## src/rtl/rl_line_phasor_companion_step_macros.svh

```systemverilog
// ----------------------------------------------------------------------------
// RL line companion step - assertion macros
// Shared concurrent assertion forms, clocked on clk, quiet while rst_n is low.
// ----------------------------------------------------------------------------
`ifndef RL_LINE_PHASOR_COMPANION_STEP_MACROS_SVH
`define RL_LINE_PHASOR_COMPANION_STEP_MACROS_SVH

// same-cycle implication
`define RLPC_ASSERT_IMP(lbl, ante, cons, msg) \
  lbl: assert property (@(posedge clk) disable iff (!rst_n) (ante) |-> (cons)) \
    else $error(msg);

// next-cycle implication
`define RLPC_ASSERT_NXT(lbl, ante, cons, msg) \
  lbl: assert property (@(posedge clk) disable iff (!rst_n) (ante) |=> (cons)) \
    else $error(msg);

`endif

```

## src/rtl/rlpc_pkg.sv

```systemverilog
// ----------------------------------------------------------------------------
// RL line companion step - package
// Widths, register indexes, micro-op encoding, microcode and saturation.
// ----------------------------------------------------------------------------
package rlpc_pkg;

  localparam int VAL_W     = 32;
  localparam int OPD_W     = 33;
  localparam int PROD_W    = 66;
  localparam int ACC_W     = 68;
  localparam int STEP_W    = 5;
  localparam int CFG_IDX_W = 8;
  localparam int RES_W     = 31;
  localparam int FRAC_COEF = 24;
  localparam int FRAC_VAL  = 16;

  localparam logic [VAL_W-1:0] CORR_RESET = 32'h0100_0000;

  localparam logic signed [ACC_W-1:0] RND_COEF = ACC_W'(1) <<< (FRAC_COEF - 1);
  localparam logic signed [ACC_W-1:0] RND_VAL  = ACC_W'(1) <<< (FRAC_VAL - 1);

  // last sequencer step, pipeline drain included
  localparam logic [STEP_W-1:0] STEP_END_M0 = 5'd21;
  localparam logic [STEP_W-1:0] STEP_END_M1 = 5'd13;

  localparam logic MODE_SERIES = 1'b0;
  localparam logic MODE_SPLIT  = 1'b1;

  localparam logic [CFG_IDX_W-1:0] REG_LINE_MODE   = 8'd0;
  localparam logic [CFG_IDX_W-1:0] REG_COND_RE     = 8'd1;
  localparam logic [CFG_IDX_W-1:0] REG_COND_IM     = 8'd2;
  localparam logic [CFG_IDX_W-1:0] REG_HIST_FAC_RE = 8'd3;
  localparam logic [CFG_IDX_W-1:0] REG_HIST_FAC_IM = 8'd4;
  localparam logic [CFG_IDX_W-1:0] REG_CORR_RE     = 8'd5;
  localparam logic [CFG_IDX_W-1:0] REG_CORR_IM     = 8'd6;
  localparam logic [CFG_IDX_W-1:0] REG_SERIES_RES  = 8'd7;

  typedef enum logic [2:0] {
    A_GRE, A_GIM, A_FRE, A_FIM, A_CRE, A_CIM, A_RES
  } asel_t;

  typedef enum logic [2:0] {
    B_DRE, B_DIM, B_IRE, B_IIM, B_HRE, B_HIM, B_KRE, B_KIM
  } bsel_t;

  typedef enum logic [2:0] {
    BS_RND, BS_JRE, BS_JIM, BS_DXRE, BS_DXIM
  } base_t;

  typedef enum logic [2:0] {
    D_IRE, D_IIM, D_HRE, D_HIM, D_KRE, D_KIM, D_JRE, D_JIM
  } dest_t;

  typedef struct packed {
    logic  vld;
    asel_t a;
    bsel_t b;
    logic  neg;
    logic  first;
    logic  last;
    base_t base;
    dest_t dest;
  } uop_t;

  typedef struct packed {
    logic load_in;
    logic load_out;
    uop_t op;
  } cmd_t;

  typedef struct packed {
    logic mode;
  } stat_t;

  function automatic uop_t mk_uop(input asel_t a, input bsel_t b, input logic neg,
                                  input logic first, input logic last,
                                  input base_t base, input dest_t dest);
    uop_t u;
    u.vld   = 1'b1;
    u.a     = a;
    u.b     = b;
    u.neg   = neg;
    u.first = first;
    u.last  = last;
    u.base  = base;
    u.dest  = dest;
    return u;
  endfunction

  // at most one multiply per step; an accumulation opens on first and writes back on last
  function automatic uop_t uop_at(input logic mode, input logic [STEP_W-1:0] step);
    uop_t u;
    u = '0;
    case (step)
      5'd0: u = mk_uop(A_GRE, B_DRE, 1'b0, 1'b1, 1'b0, BS_JRE, D_IRE);
      5'd1: u = mk_uop(A_GIM, B_DIM, 1'b1, 1'b0, 1'b1, BS_JRE, D_IRE);
      5'd2: u = mk_uop(A_GIM, B_DRE, 1'b0, 1'b1, 1'b0, BS_JIM, D_IIM);
      5'd3: u = mk_uop(A_GRE, B_DIM, 1'b0, 1'b0, 1'b1, BS_JIM, D_IIM);
      default: begin
        if (mode == MODE_SPLIT) begin
          case (step)
            5'd4:  u = mk_uop(A_GRE, B_DRE, 1'b0, 1'b1, 1'b0, BS_RND, D_JRE);
            5'd5:  u = mk_uop(A_GIM, B_DIM, 1'b1, 1'b0, 1'b0, BS_RND, D_JRE);
            5'd6:  u = mk_uop(A_FRE, B_IRE, 1'b0, 1'b0, 1'b0, BS_RND, D_JRE);
            5'd7:  u = mk_uop(A_FIM, B_IIM, 1'b1, 1'b0, 1'b1, BS_RND, D_JRE);
            5'd8:  u = mk_uop(A_GIM, B_DRE, 1'b0, 1'b1, 1'b0, BS_RND, D_JIM);
            5'd9:  u = mk_uop(A_GRE, B_DIM, 1'b0, 1'b0, 1'b0, BS_RND, D_JIM);
            5'd10: u = mk_uop(A_FIM, B_IRE, 1'b0, 1'b0, 1'b0, BS_RND, D_JIM);
            5'd11: u = mk_uop(A_FRE, B_IIM, 1'b0, 1'b0, 1'b1, BS_RND, D_JIM);
            default: u = '0;
          endcase
        end else begin
          // bubbles wait for a write-back the next product needs
          case (step)
            5'd4:  u = mk_uop(A_RES, B_IRE, 1'b1, 1'b1, 1'b1, BS_DXRE, D_HRE);
            5'd6:  u = mk_uop(A_RES, B_IIM, 1'b1, 1'b1, 1'b1, BS_DXIM, D_HIM);
            5'd7:  u = mk_uop(A_FRE, B_IRE, 1'b0, 1'b1, 1'b0, BS_RND, D_KRE);
            5'd8:  u = mk_uop(A_FIM, B_IIM, 1'b1, 1'b0, 1'b0, BS_RND, D_KRE);
            5'd9:  u = mk_uop(A_GRE, B_HRE, 1'b0, 1'b0, 1'b0, BS_RND, D_KRE);
            5'd10: u = mk_uop(A_GIM, B_HIM, 1'b1, 1'b0, 1'b1, BS_RND, D_KRE);
            5'd11: u = mk_uop(A_FIM, B_IRE, 1'b0, 1'b1, 1'b0, BS_RND, D_KIM);
            5'd12: u = mk_uop(A_FRE, B_IIM, 1'b0, 1'b0, 1'b0, BS_RND, D_KIM);
            5'd13: u = mk_uop(A_GIM, B_HRE, 1'b0, 1'b0, 1'b0, BS_RND, D_KIM);
            5'd14: u = mk_uop(A_GRE, B_HIM, 1'b0, 1'b0, 1'b1, BS_RND, D_KIM);
            5'd15: u = mk_uop(A_CRE, B_KRE, 1'b0, 1'b1, 1'b0, BS_RND, D_JRE);
            5'd17: u = mk_uop(A_CIM, B_KIM, 1'b1, 1'b0, 1'b1, BS_RND, D_JRE);
            5'd18: u = mk_uop(A_CIM, B_KRE, 1'b0, 1'b1, 1'b0, BS_RND, D_JIM);
            5'd19: u = mk_uop(A_CRE, B_KIM, 1'b0, 1'b0, 1'b1, BS_RND, D_JIM);
            default: u = '0;
          endcase
        end
      end
    endcase
    return u;
  endfunction

  function automatic logic [VAL_W-1:0] sat_acc(input logic signed [ACC_W-1:0] x);
    logic signed [ACC_W-1:0] hi;
    logic signed [ACC_W-1:0] lo;
    hi = ACC_W'(32'h7FFF_FFFF);
    lo = ~hi;
    if (x > hi) return 32'h7FFF_FFFF;
    else if (x < lo) return 32'h8000_0000;
    else return x[VAL_W-1:0];
  endfunction

  function automatic logic [VAL_W-1:0] sat_diff(input logic [VAL_W:0] d);
    if (d[VAL_W] != d[VAL_W-1]) return d[VAL_W] ? 32'h8000_0000 : 32'h7FFF_FFFF;
    else return d[VAL_W-1:0];
  endfunction

endpackage

```

## src/rtl/rlpc_ctrl.sv

```systemverilog
// ----------------------------------------------------------------------------
// RL line companion step - controller
// Sequences the micro-ops of one step and owns the input and result handshakes.
// ----------------------------------------------------------------------------
`include "rl_line_phasor_companion_step_macros.svh"

module rlpc_ctrl (
  input  logic           clk,
  input  logic           rst_n,
  input  logic           in_valid,
  output logic           in_ready,
  output logic           out_valid,
  input  logic           out_ready,
  input  rlpc_pkg::stat_t stat,
  output rlpc_pkg::cmd_t  cmd
);
  import rlpc_pkg::*;

  typedef enum logic [1:0] {S_IDLE, S_RUN, S_FIN} state_t;

  state_t              state_r, state_nxt;
  logic [STEP_W-1:0]   step_r, step_nxt;
  logic                out_valid_r, out_valid_nxt;
  logic [STEP_W-1:0]   end_step;

  assign end_step  = (stat.mode == MODE_SPLIT) ? STEP_END_M1 : STEP_END_M0;
  assign in_ready  = (state_r == S_IDLE);
  assign out_valid = out_valid_r;

  always_comb begin
    state_nxt = state_r;
    step_nxt  = step_r;
    cmd       = '0;
    unique case (state_r)
      S_IDLE: begin
        if (in_valid) begin
          cmd.load_in = 1'b1;
          state_nxt   = S_RUN;
          step_nxt    = '0;
        end
      end
      S_RUN: begin
        cmd.op   = uop_at(stat.mode, step_r);
        step_nxt = step_r + 5'd1;
        if (step_r == end_step) state_nxt = S_FIN;
      end
      S_FIN: begin
        // hold until the result register is free
        if (!out_valid_r || out_ready) begin
          cmd.load_out = 1'b1;
          state_nxt    = S_IDLE;
        end
      end
      default: state_nxt = S_IDLE;
    endcase
  end

  always_comb begin
    if (cmd.load_out) out_valid_nxt = 1'b1;
    else if (out_ready) out_valid_nxt = 1'b0;
    else out_valid_nxt = out_valid_r;
  end

  always_ff @(posedge clk) begin
    if (!rst_n) begin
      state_r     <= S_IDLE;
      step_r      <= '0;
      out_valid_r <= 1'b0;
    end else begin
      state_r     <= state_nxt;
      step_r      <= step_nxt;
      out_valid_r <= out_valid_nxt;
    end
  end

  `RLPC_ASSERT_IMP(a_no_overwrite, cmd.load_out, !out_valid_r || out_ready, "result overwritten")
  `RLPC_ASSERT_NXT(a_start_run, in_valid && in_ready, state_r == S_RUN && step_r == '0, "bad start")
  `RLPC_ASSERT_NXT(a_hold_result, out_valid_r && !out_ready, out_valid_r, "result dropped")

endmodule

```

## src/rtl/rlpc_dpath.sv

```systemverilog
// ----------------------------------------------------------------------------
// RL line companion step - datapath
// Coefficient registers, one 33x33 multiplier, accumulator, round/saturate
// write-back into the step registers, and the result register.
// ----------------------------------------------------------------------------
`include "rl_line_phasor_companion_step_macros.svh"

module rlpc_dpath (
  input  logic                               clk,
  input  logic                               rst_n,
  input  logic                               cfg_we,
  input  logic [rlpc_pkg::CFG_IDX_W-1:0]     cfg_index,
  input  logic [rlpc_pkg::VAL_W-1:0]         cfg_data,
  input  logic signed [rlpc_pkg::VAL_W-1:0]  v_pos_re,
  input  logic signed [rlpc_pkg::VAL_W-1:0]  v_pos_im,
  input  logic signed [rlpc_pkg::VAL_W-1:0]  v_neg_re,
  input  logic signed [rlpc_pkg::VAL_W-1:0]  v_neg_im,
  input  rlpc_pkg::cmd_t                     cmd,
  output rlpc_pkg::stat_t                    stat,
  output logic signed [rlpc_pkg::VAL_W-1:0]  current_re,
  output logic signed [rlpc_pkg::VAL_W-1:0]  current_im,
  output logic signed [rlpc_pkg::VAL_W-1:0]  eq_current_re,
  output logic signed [rlpc_pkg::VAL_W-1:0]  eq_current_im
);
  import rlpc_pkg::*;

  // configuration
  logic                    mode_r;
  logic [VAL_W-1:0]        gre_r, gim_r, fre_r, fim_r, cre_r, cim_r;
  logic [RES_W-1:0]        res_r;

  // step registers
  logic [VAL_W:0]          dxre_r, dxim_r;
  logic [VAL_W-1:0]        ire_r, iim_r, hre_r, him_r, kre_r, kim_r, jre_r, jim_r;
  logic [VAL_W-1:0]        dre, dim;

  // multiply / accumulate pipeline
  logic signed [OPD_W-1:0]  a_op, b_op;
  logic signed [PROD_W-1:0] p_r;
  uop_t                     op1_r;
  logic signed [ACC_W-1:0]  acc_r, base_val, p_ext, addend;
  logic                     wb_r;
  dest_t                    wdest_r;
  logic [VAL_W-1:0]         wb_val;

  logic [VAL_W-1:0]         cur_re_r, cur_im_r, eq_re_r, eq_im_r;

  assign stat.mode = mode_r;
  assign dre = sat_diff(dxre_r);
  assign dim = sat_diff(dxim_r);

  always_ff @(posedge clk) begin
    if (!rst_n) begin
      mode_r <= MODE_SERIES;
      gre_r  <= '0;
      gim_r  <= '0;
      fre_r  <= '0;
      fim_r  <= '0;
      cre_r  <= CORR_RESET;
      cim_r  <= '0;
      res_r  <= '0;
    end else if (cfg_we) begin
      unique case (cfg_index)
        REG_LINE_MODE:   mode_r <= cfg_data[0];
        REG_COND_RE:     gre_r  <= cfg_data;
        REG_COND_IM:     gim_r  <= cfg_data;
        REG_HIST_FAC_RE: fre_r  <= cfg_data;
        REG_HIST_FAC_IM: fim_r  <= cfg_data;
        REG_CORR_RE:     cre_r  <= cfg_data;
        REG_CORR_IM:     cim_r  <= cfg_data;
        REG_SERIES_RES:  res_r  <= cfg_data[RES_W-1:0];
        default: ;
      endcase
    end
  end

  always_comb begin
    // operand select runs off the issued op, not the registered one
    unique case (cmd.op.a)
      A_GRE:   a_op = {gre_r[VAL_W-1], gre_r};
      A_GIM:   a_op = {gim_r[VAL_W-1], gim_r};
      A_FRE:   a_op = {fre_r[VAL_W-1], fre_r};
      A_FIM:   a_op = {fim_r[VAL_W-1], fim_r};
      A_CRE:   a_op = {cre_r[VAL_W-1], cre_r};
      A_CIM:   a_op = {cim_r[VAL_W-1], cim_r};
      A_RES:   a_op = {2'b00, res_r};
      default: a_op = '0;
    endcase
    unique case (cmd.op.b)
      B_DRE: b_op = {dre[VAL_W-1], dre};
      B_DIM: b_op = {dim[VAL_W-1], dim};
      B_IRE: b_op = {ire_r[VAL_W-1], ire_r};
      B_IIM: b_op = {iim_r[VAL_W-1], iim_r};
      B_HRE: b_op = {hre_r[VAL_W-1], hre_r};
      B_HIM: b_op = {him_r[VAL_W-1], him_r};
      B_KRE: b_op = {kre_r[VAL_W-1], kre_r};
      B_KIM: b_op = {kim_r[VAL_W-1], kim_r};
      default: b_op = '0;
    endcase
  end

  always_comb begin
    unique case (op1_r.base)
      BS_RND:  base_val = RND_COEF;
      BS_JRE:  base_val = ({{(ACC_W-VAL_W){jre_r[VAL_W-1]}}, jre_r} <<< FRAC_COEF) + RND_COEF;
      BS_JIM:  base_val = ({{(ACC_W-VAL_W){jim_r[VAL_W-1]}}, jim_r} <<< FRAC_COEF) + RND_COEF;
      BS_DXRE: base_val = ({{(ACC_W-VAL_W-1){dxre_r[VAL_W]}}, dxre_r} <<< FRAC_VAL) + RND_VAL;
      BS_DXIM: base_val = ({{(ACC_W-VAL_W-1){dxim_r[VAL_W]}}, dxim_r} <<< FRAC_VAL) + RND_VAL;
      default: base_val = '0;
    endcase
    p_ext  = {{(ACC_W-PROD_W){p_r[PROD_W-1]}}, p_r};
    addend = op1_r.neg ? -p_ext : p_ext;
  end

  // voltage-scale results round at the value point, the rest at the coefficient point
  assign wb_val = (wdest_r == D_HRE || wdest_r == D_HIM) ? sat_acc(acc_r >>> FRAC_VAL)
                                                         : sat_acc(acc_r >>> FRAC_COEF);

  always_ff @(posedge clk) begin
    if (!rst_n) begin
      op1_r <= '0;
      wb_r  <= 1'b0;
      jre_r <= '0;
      jim_r <= '0;
    end else begin
      op1_r <= cmd.op;
      wb_r  <= op1_r.vld && op1_r.last;
      if (wb_r) begin
        unique case (wdest_r)
          D_JRE: jre_r <= wb_val;
          D_JIM: jim_r <= wb_val;
          default: ;
        endcase
      end
    end
  end

  always_ff @(posedge clk) begin
    p_r <= a_op * b_op;
    if (op1_r.vld) acc_r <= (op1_r.first ? base_val : acc_r) + addend;
    wdest_r <= op1_r.dest;
    if (cmd.load_in) begin
      dxre_r <= {v_pos_re[VAL_W-1], v_pos_re} - {v_neg_re[VAL_W-1], v_neg_re};
      dxim_r <= {v_pos_im[VAL_W-1], v_pos_im} - {v_neg_im[VAL_W-1], v_neg_im};
    end
    if (wb_r) begin
      unique case (wdest_r)
        D_IRE: ire_r <= wb_val;
        D_IIM: iim_r <= wb_val;
        D_HRE: hre_r <= wb_val;
        D_HIM: him_r <= wb_val;
        D_KRE: kre_r <= wb_val;
        D_KIM: kim_r <= wb_val;
        default: ;
      endcase
    end
    if (cmd.load_out) begin
      cur_re_r <= ire_r;
      cur_im_r <= iim_r;
      eq_re_r  <= jre_r;
      eq_im_r  <= jim_r;
    end
  end

  assign current_re    = cur_re_r;
  assign current_im    = cur_im_r;
  assign eq_current_re = eq_re_r;
  assign eq_current_im = eq_im_r;

  `RLPC_ASSERT_IMP(a_load_quiet, cmd.load_in, !op1_r.vld && !wb_r, "input loaded mid-step")
  `RLPC_ASSERT_NXT(a_wb_follows, op1_r.vld && op1_r.last, wb_r, "write-back missed")
  `RLPC_ASSERT_IMP(a_out_quiet, cmd.load_out, !op1_r.vld && !wb_r, "result taken mid-step")

endmodule

```

## src/rtl/rl_line_phasor_companion_step.sv

```systemverilog
// ----------------------------------------------------------------------------
// RL line companion step - top level
// Trapezoidal companion model of a series RL line in dynamic phasors:
// line current and next equivalent source current per solver step.
// ----------------------------------------------------------------------------
// Channel  Direction  Handshake               Payload
// in       sink       in_valid / in_ready     v_pos_re/im, v_neg_re/im (Q16.16)
// out      source     out_valid / out_ready   current_re/im, eq_current_re/im
// cfg      sink       cfg_valid / cfg_ready   cfg_index, cfg_data (always ready)
//
// The block takes one item at a time, sequenced through the single shared
// multiplier and its product, accumulator and write-back registers; in_ready
// stays low from the accepting edge while the item is in the sequence.
// in_ready returns the cycle after the result moves to the output register.
// A result waiting on out_ready stalls only the end of the following item.
// rst_n is synchronous; it clears state, pipeline and result valid.
// ----------------------------------------------------------------------------
module rl_line_phasor_companion_step (
  input  logic                               clk,
  input  logic                               rst_n,
  input  logic                               in_valid,
  output logic                               in_ready,
  input  logic signed [rlpc_pkg::VAL_W-1:0]  in_v_pos_re,
  input  logic signed [rlpc_pkg::VAL_W-1:0]  in_v_pos_im,
  input  logic signed [rlpc_pkg::VAL_W-1:0]  in_v_neg_re,
  input  logic signed [rlpc_pkg::VAL_W-1:0]  in_v_neg_im,
  output logic                               out_valid,
  input  logic                               out_ready,
  output logic signed [rlpc_pkg::VAL_W-1:0]  out_current_re,
  output logic signed [rlpc_pkg::VAL_W-1:0]  out_current_im,
  output logic signed [rlpc_pkg::VAL_W-1:0]  out_eq_current_re,
  output logic signed [rlpc_pkg::VAL_W-1:0]  out_eq_current_im,
  input  logic                               cfg_valid,
  output logic                               cfg_ready,
  input  logic [rlpc_pkg::CFG_IDX_W-1:0]     cfg_index,
  input  logic [rlpc_pkg::VAL_W-1:0]         cfg_data
);
  import rlpc_pkg::*;

  cmd_t  cmd;
  stat_t stat;

  assign cfg_ready = 1'b1;

  rlpc_ctrl u_ctrl (
    .clk       (clk),
    .rst_n     (rst_n),
    .in_valid  (in_valid),
    .in_ready  (in_ready),
    .out_valid (out_valid),
    .out_ready (out_ready),
    .stat      (stat),
    .cmd       (cmd)
  );

  rlpc_dpath u_dpath (
    .clk           (clk),
    .rst_n         (rst_n),
    .cfg_we        (cfg_valid),
    .cfg_index     (cfg_index),
    .cfg_data      (cfg_data),
    .v_pos_re      (in_v_pos_re),
    .v_pos_im      (in_v_pos_im),
    .v_neg_re      (in_v_neg_re),
    .v_neg_im      (in_v_neg_im),
    .cmd           (cmd),
    .stat          (stat),
    .current_re    (out_current_re),
    .current_im    (out_current_im),
    .eq_current_re (out_eq_current_re),
    .eq_current_im (out_eq_current_im)
  );

endmodule

```

## config.mk

```make
export PLATFORM = sky130hd
export DESIGN_NAME = rl_line_phasor_companion_step
export DESIGN_NICKNAME = d
export VERILOG_FILES = /design/src/rtl/rlpc_pkg.sv /design/src/rtl/rlpc_ctrl.sv /design/src/rtl/rlpc_dpath.sv /design/src/rtl/rl_line_phasor_companion_step.sv
export VERILOG_INCLUDE_DIRS = /design/src /design/src/rtl
export SDC_FILE = /design/constraint.sdc
export NUM_CORES = 2
export LEC_CHECK = 0
export ABC_AREA = 1
export BUFFER_PORTS_ARGS = -buffer_cell sky130_fd_sc_hd__buf_2
export CAP_MARGIN = 10
export CORE_MARGIN = 2
export CORE_UTILIZATION = 45
export CTS_CLUSTER_SIZE = 20
export DETAILED_ROUTE_END_ITERATION = 7
export MAX_ROUTING_LAYER = met4
export SLEW_MARGIN = 20
export SYNTH_ARGS = -nofsm -noshare
export SYNTH_HDL_FRONTEND = slang
export SYNTH_HIERARCHICAL = 1
export SYNTH_SLANG_ARGS = --single-unit
```

## constraint.sdc

```tcl
create_clock -name clk -period 11.45 [get_ports clk]
set_clock_uncertainty 0.1 [all_clocks]
set_input_delay 2.29 -clock clk [delete_from_list [all_inputs] [get_ports clk]]
set_output_delay 2.29 -clock clk [all_outputs]
set_load 0.1 [all_outputs]
```

==> results.py <==
metrics = {
    "power": {
        "p_clk_share_pct": 31.6,
        "power_switching_w": 0.00405,
        "share_seq_of_total_power_pct": 35.6,
        "power_density_nw_per_um2": 109,
        "comb_power_share_pct": 32.7,
        "p_leak_nw": 45.8,
        "p_int_w": 0.00603,
        "netSwitchingFraction_pct": 40.2,
        "ir_drop_uv": 128,
    },
    "critical_path": {
        "crit_arrival_ns": 11.58,
        "crit_type": "reg2reg",
        "slowest_delay_ns": 0.58,
        "cp_slowest_cell": "inv_2",
        "endpoint_kind": "flip-flop",
        "critPathMaxFanout": 26,
        "critPathLaunchType": "flip-flop",
        "crit_top_cell": "fa_1",
        "critPathRequiredTime_ns": 12.02,
    },
    "placement": {
        "placed_area_um2": 89400,
        "gp_congestion": 1.04,
        "dp.cells": 13100,
        "pre_cts_ws_ns": 0.237,
        "port_buffers": 302,
        "hpwl_um": 277000,
    },
    "routing": {
        "drt_iter0_drc": 7507,
        "ant_nets": 0,
        "via_per_inst": 5.50,
        "dr.pass1.iters": 6,
        "drc": 0,
        "vias": 73200,
        "wl_um": 338000,
        "routedWlPerCell_um": 25.4,
    },
    "sta": {
        "final_max_slew_viol_count": 0,
        "tightest_slew_ns": 1.11,
        "timing.fmax_mhz": 90.8,
        "finalHoldViolCount": 0,
        "tns_ns": 0,
        "relSlewSlack_pct": 25.6,
        "rsz0062_at_grt": "no",
        "finalCriticalPeriod_ns": 11.01,
        "layout_setup_ws_ns": 0.442,
        "period_share_pct": 96.1,
        "setup_violations": 0,
    },
    "synth": {
        "synth_cell_types": 62,
        "syn_area_per_cell_um2": 8.06,
        "yosysWarnings": 6,
        "yosysTopAreaCell": "fa_1",
        "synth_edf_count": 454,
        "syn_inst": 10400,
        "synth_flop_cell": "edfxtp_1",
        "synth_common_cells": "nand2_1, inv_1, nor2_1",
        "synth_seq_cells": 852,
        "async_flop_share_pct": 0,
        "synth.top_cell.area_share_pct": 26.8,
        "syn_area_um2": 84100,
        "yosysMostFrequentCell": "nand2_1",
        "synth_seq_area_share_pct": 25.7,
        "synth_nets": 12100,
        "synthTopCellsByArea": "fa_1, edfxtp_1, nand2_1",
    },
    "floorplanning": {
        "rows": 158,
        "core_um2": 186000,
        "die_h_um": 436,
        "start_util_pct": 45.3,
        "io-pin-count": 304,
        "die_area_um2": 190000,
        "die_w_um": 436,
    },
    "layout": {
        "final_util_pct": 50.0,
        "instances_no_fill": 13300,
        "seq_area_um2": 21600,
        "multi_input_area_um2": 53000,
        "nNetsFinal": 12400,
        "synthToLayoutAreaGrowth_pct": 10.3,
        "fillers": 18200,
        "drive_gt1_share_pct": 8.13,
        "design_area_um2": 92800,
    },
    "clocking": {
        "cts-root-buf": "clkbuf_16",
        "cts_buffers": 98,
        "clockBufferDepth": 3,
        "cts_tree": "done",
        "h-tree-depth": 3,
        "clk_pin_slew_worst_paths_ns": 0.06,
        "clock-sinks": 852,
        "clock_latency_ns": 0.77,
    },
    "run_status": {
        "status": "completed",
    },
    "hold_path": {
        "hold_class": "reg2reg",
    },
    "global_route": {
        "grt_pass1_wl_um": 494000,
        "grt_antenna_before_repair": 9,
        "gr-usage-all-layers_pct": 36.5,
        "grt_pass1_vias": 72300,
        "grt_max_degree": 108,
        "overflow": 0,
    },
    "run": {
        "maxCapViolations": 0,
    },
}
## layout make-up
type	instances	area share, %
Tap cell	2480	3.34
Timing Repair Buffer	575	4.14
Clock inverter	45	0.508
Antenna cell	11	0.0297
Inverter	2117	8.58
Clock buffer	135	2.98
Multi-Input combinational cell	7105	57.1
Sequential cell	852	23.3
## cells by family after synthesis
logic type | count (synthesis) | share of synthesized area [%]
AND/OR/NAND/NOR | 4278 | 20.6
buffers and inverters | 2483 | 11.5
adder cells (fa/ha/maj) | 1489 | 32.2
AO/OA/AOI/OAI | 1158 | 8.12
flip-flops | 852 | 25.7
XOR/XNOR | 179 | 1.86
other | 1 | 0.00446
## layout by cell type, fill, tap and decap left out, types with 17 or more instances in the layout
master and count:
a211oi_1 126, clkbuf_16 99, inv_2 57, o211ai_1 21, clkbuf_1 21, nand3_1 343, nor3_1 77, nand4_1 102
fa_1 1125, a221oi_1 33, a21oi_1 444, xor2_1 151, o21bai_1 42, edfxtp_1 454, nand2_1 2394, buf_4 252
nor2_1 1237, ha_1 363, xnor2_1 28, a22oi_1 54, a22o_1 20, dfxtp_1 396, o21ai_1 25, inv_1 2052
nor2_4 17, o2111ai_1 25, o21ai_0 318, buf_2 301
## timing repair
action,in CTS,in global routing
resized for setup,0,9
hold buffers,0,0
hold endpoints to repair,0,0
setup endpoints to repair,0,36
buffers inserted,0,3
## power groups by stage
stage	Combinational, W	Clock [W]	Sequential [W]
finish	0.00330	0.00319	0.00359
global route	0.00351	0.00334	0.00358
CTS	0.00323	0.00323	0.00357
detailed placement	0.00321	0	0.00363
global placement	0.00321	0	0.00364
floorplan	0.00184	0	0.00350
## registers in the layout, indices dropped and copies added, names as in the netlist, 10 cells and up, named ones only
signal / flops
u_dpath/iim_r: 32
u_dpath/cim_r: 32
u_dpath/kre_r: 32
u_dpath/gre_r: 32
u_dpath/jre_r: 32
u_dpath/him_r: 32
u_dpath/gim_r: 32
u_dpath/current_im: 32
u_dpath/kim_r: 32
u_dpath/op1_r: 10
u_dpath/dxim_r: 33
u_dpath/ire_r: 32
u_dpath/dxre_r: 33
u_dpath/fre_r: 32
u_dpath/fim_r: 32
u_dpath/p_r: 66
u_dpath/acc_r: 68
u_dpath/res_r: 31
u_dpath/eq_current_re: 32
u_dpath/hre_r: 32
u_dpath/eq_current_im: 32
u_dpath/jim_r: 32
u_dpath/current_re: 32
u_dpath/cre_r: 32
## metrics by stage
stage | hold slack (ns) | power (W)
floorplan | 0.210 | 0.00535
global placement | 0.216 | 0.00685
detailed placement | 0.218 | 0.00685
CTS | 0.246 | 0.0100
global route | 0.252 | 0.0104
finish | 0.240 | 0.0101
## critical path, delay by kind of cell, from the launching register on
| family | cells | cell delay (ns) |
|---|---|---|
| adder cells (fa/ha/maj) | 10 | 4.71 |
| AND/OR/NAND/NOR | 14 | 2.85 |
| buffers and inverters | 10 | 1.96 |
| AO/OA/AOI/OAI | 3 | 0.84 |
| flip-flops | 1 | 0.42 |
## final timing paths
| check | from | slack [ns] | depth (start not counted) | end |
|---|---|---|---|---|
| hold reg to reg | u_dpath/op1_r[1] | 0.24 | 0 | u_dpath/wdest_r[1] |
| setup / recovery | u_ctrl/step_r[1] | 0.44 | 37 | u_dpath/p_r[45] |
| setup reg to reg | u_ctrl/step_r[1] | 0.44 | 37 | u_dpath/p_r[45] |
| hold / removal | u_dpath/op1_r[1] | 0.24 | 0 | u_dpath/wdest_r[1] |
## per-layer routing
layer	vias up	global-route usage, %	share of wire [%]
met2	3324	52.4	43
li1	32800	-	-
met3	513	5.79	9.0
met4	0	12.9	4.3
met1	36600	52.3	44
met5	-	-	0
No activity file was read; power rests on OpenSTA's default activity.
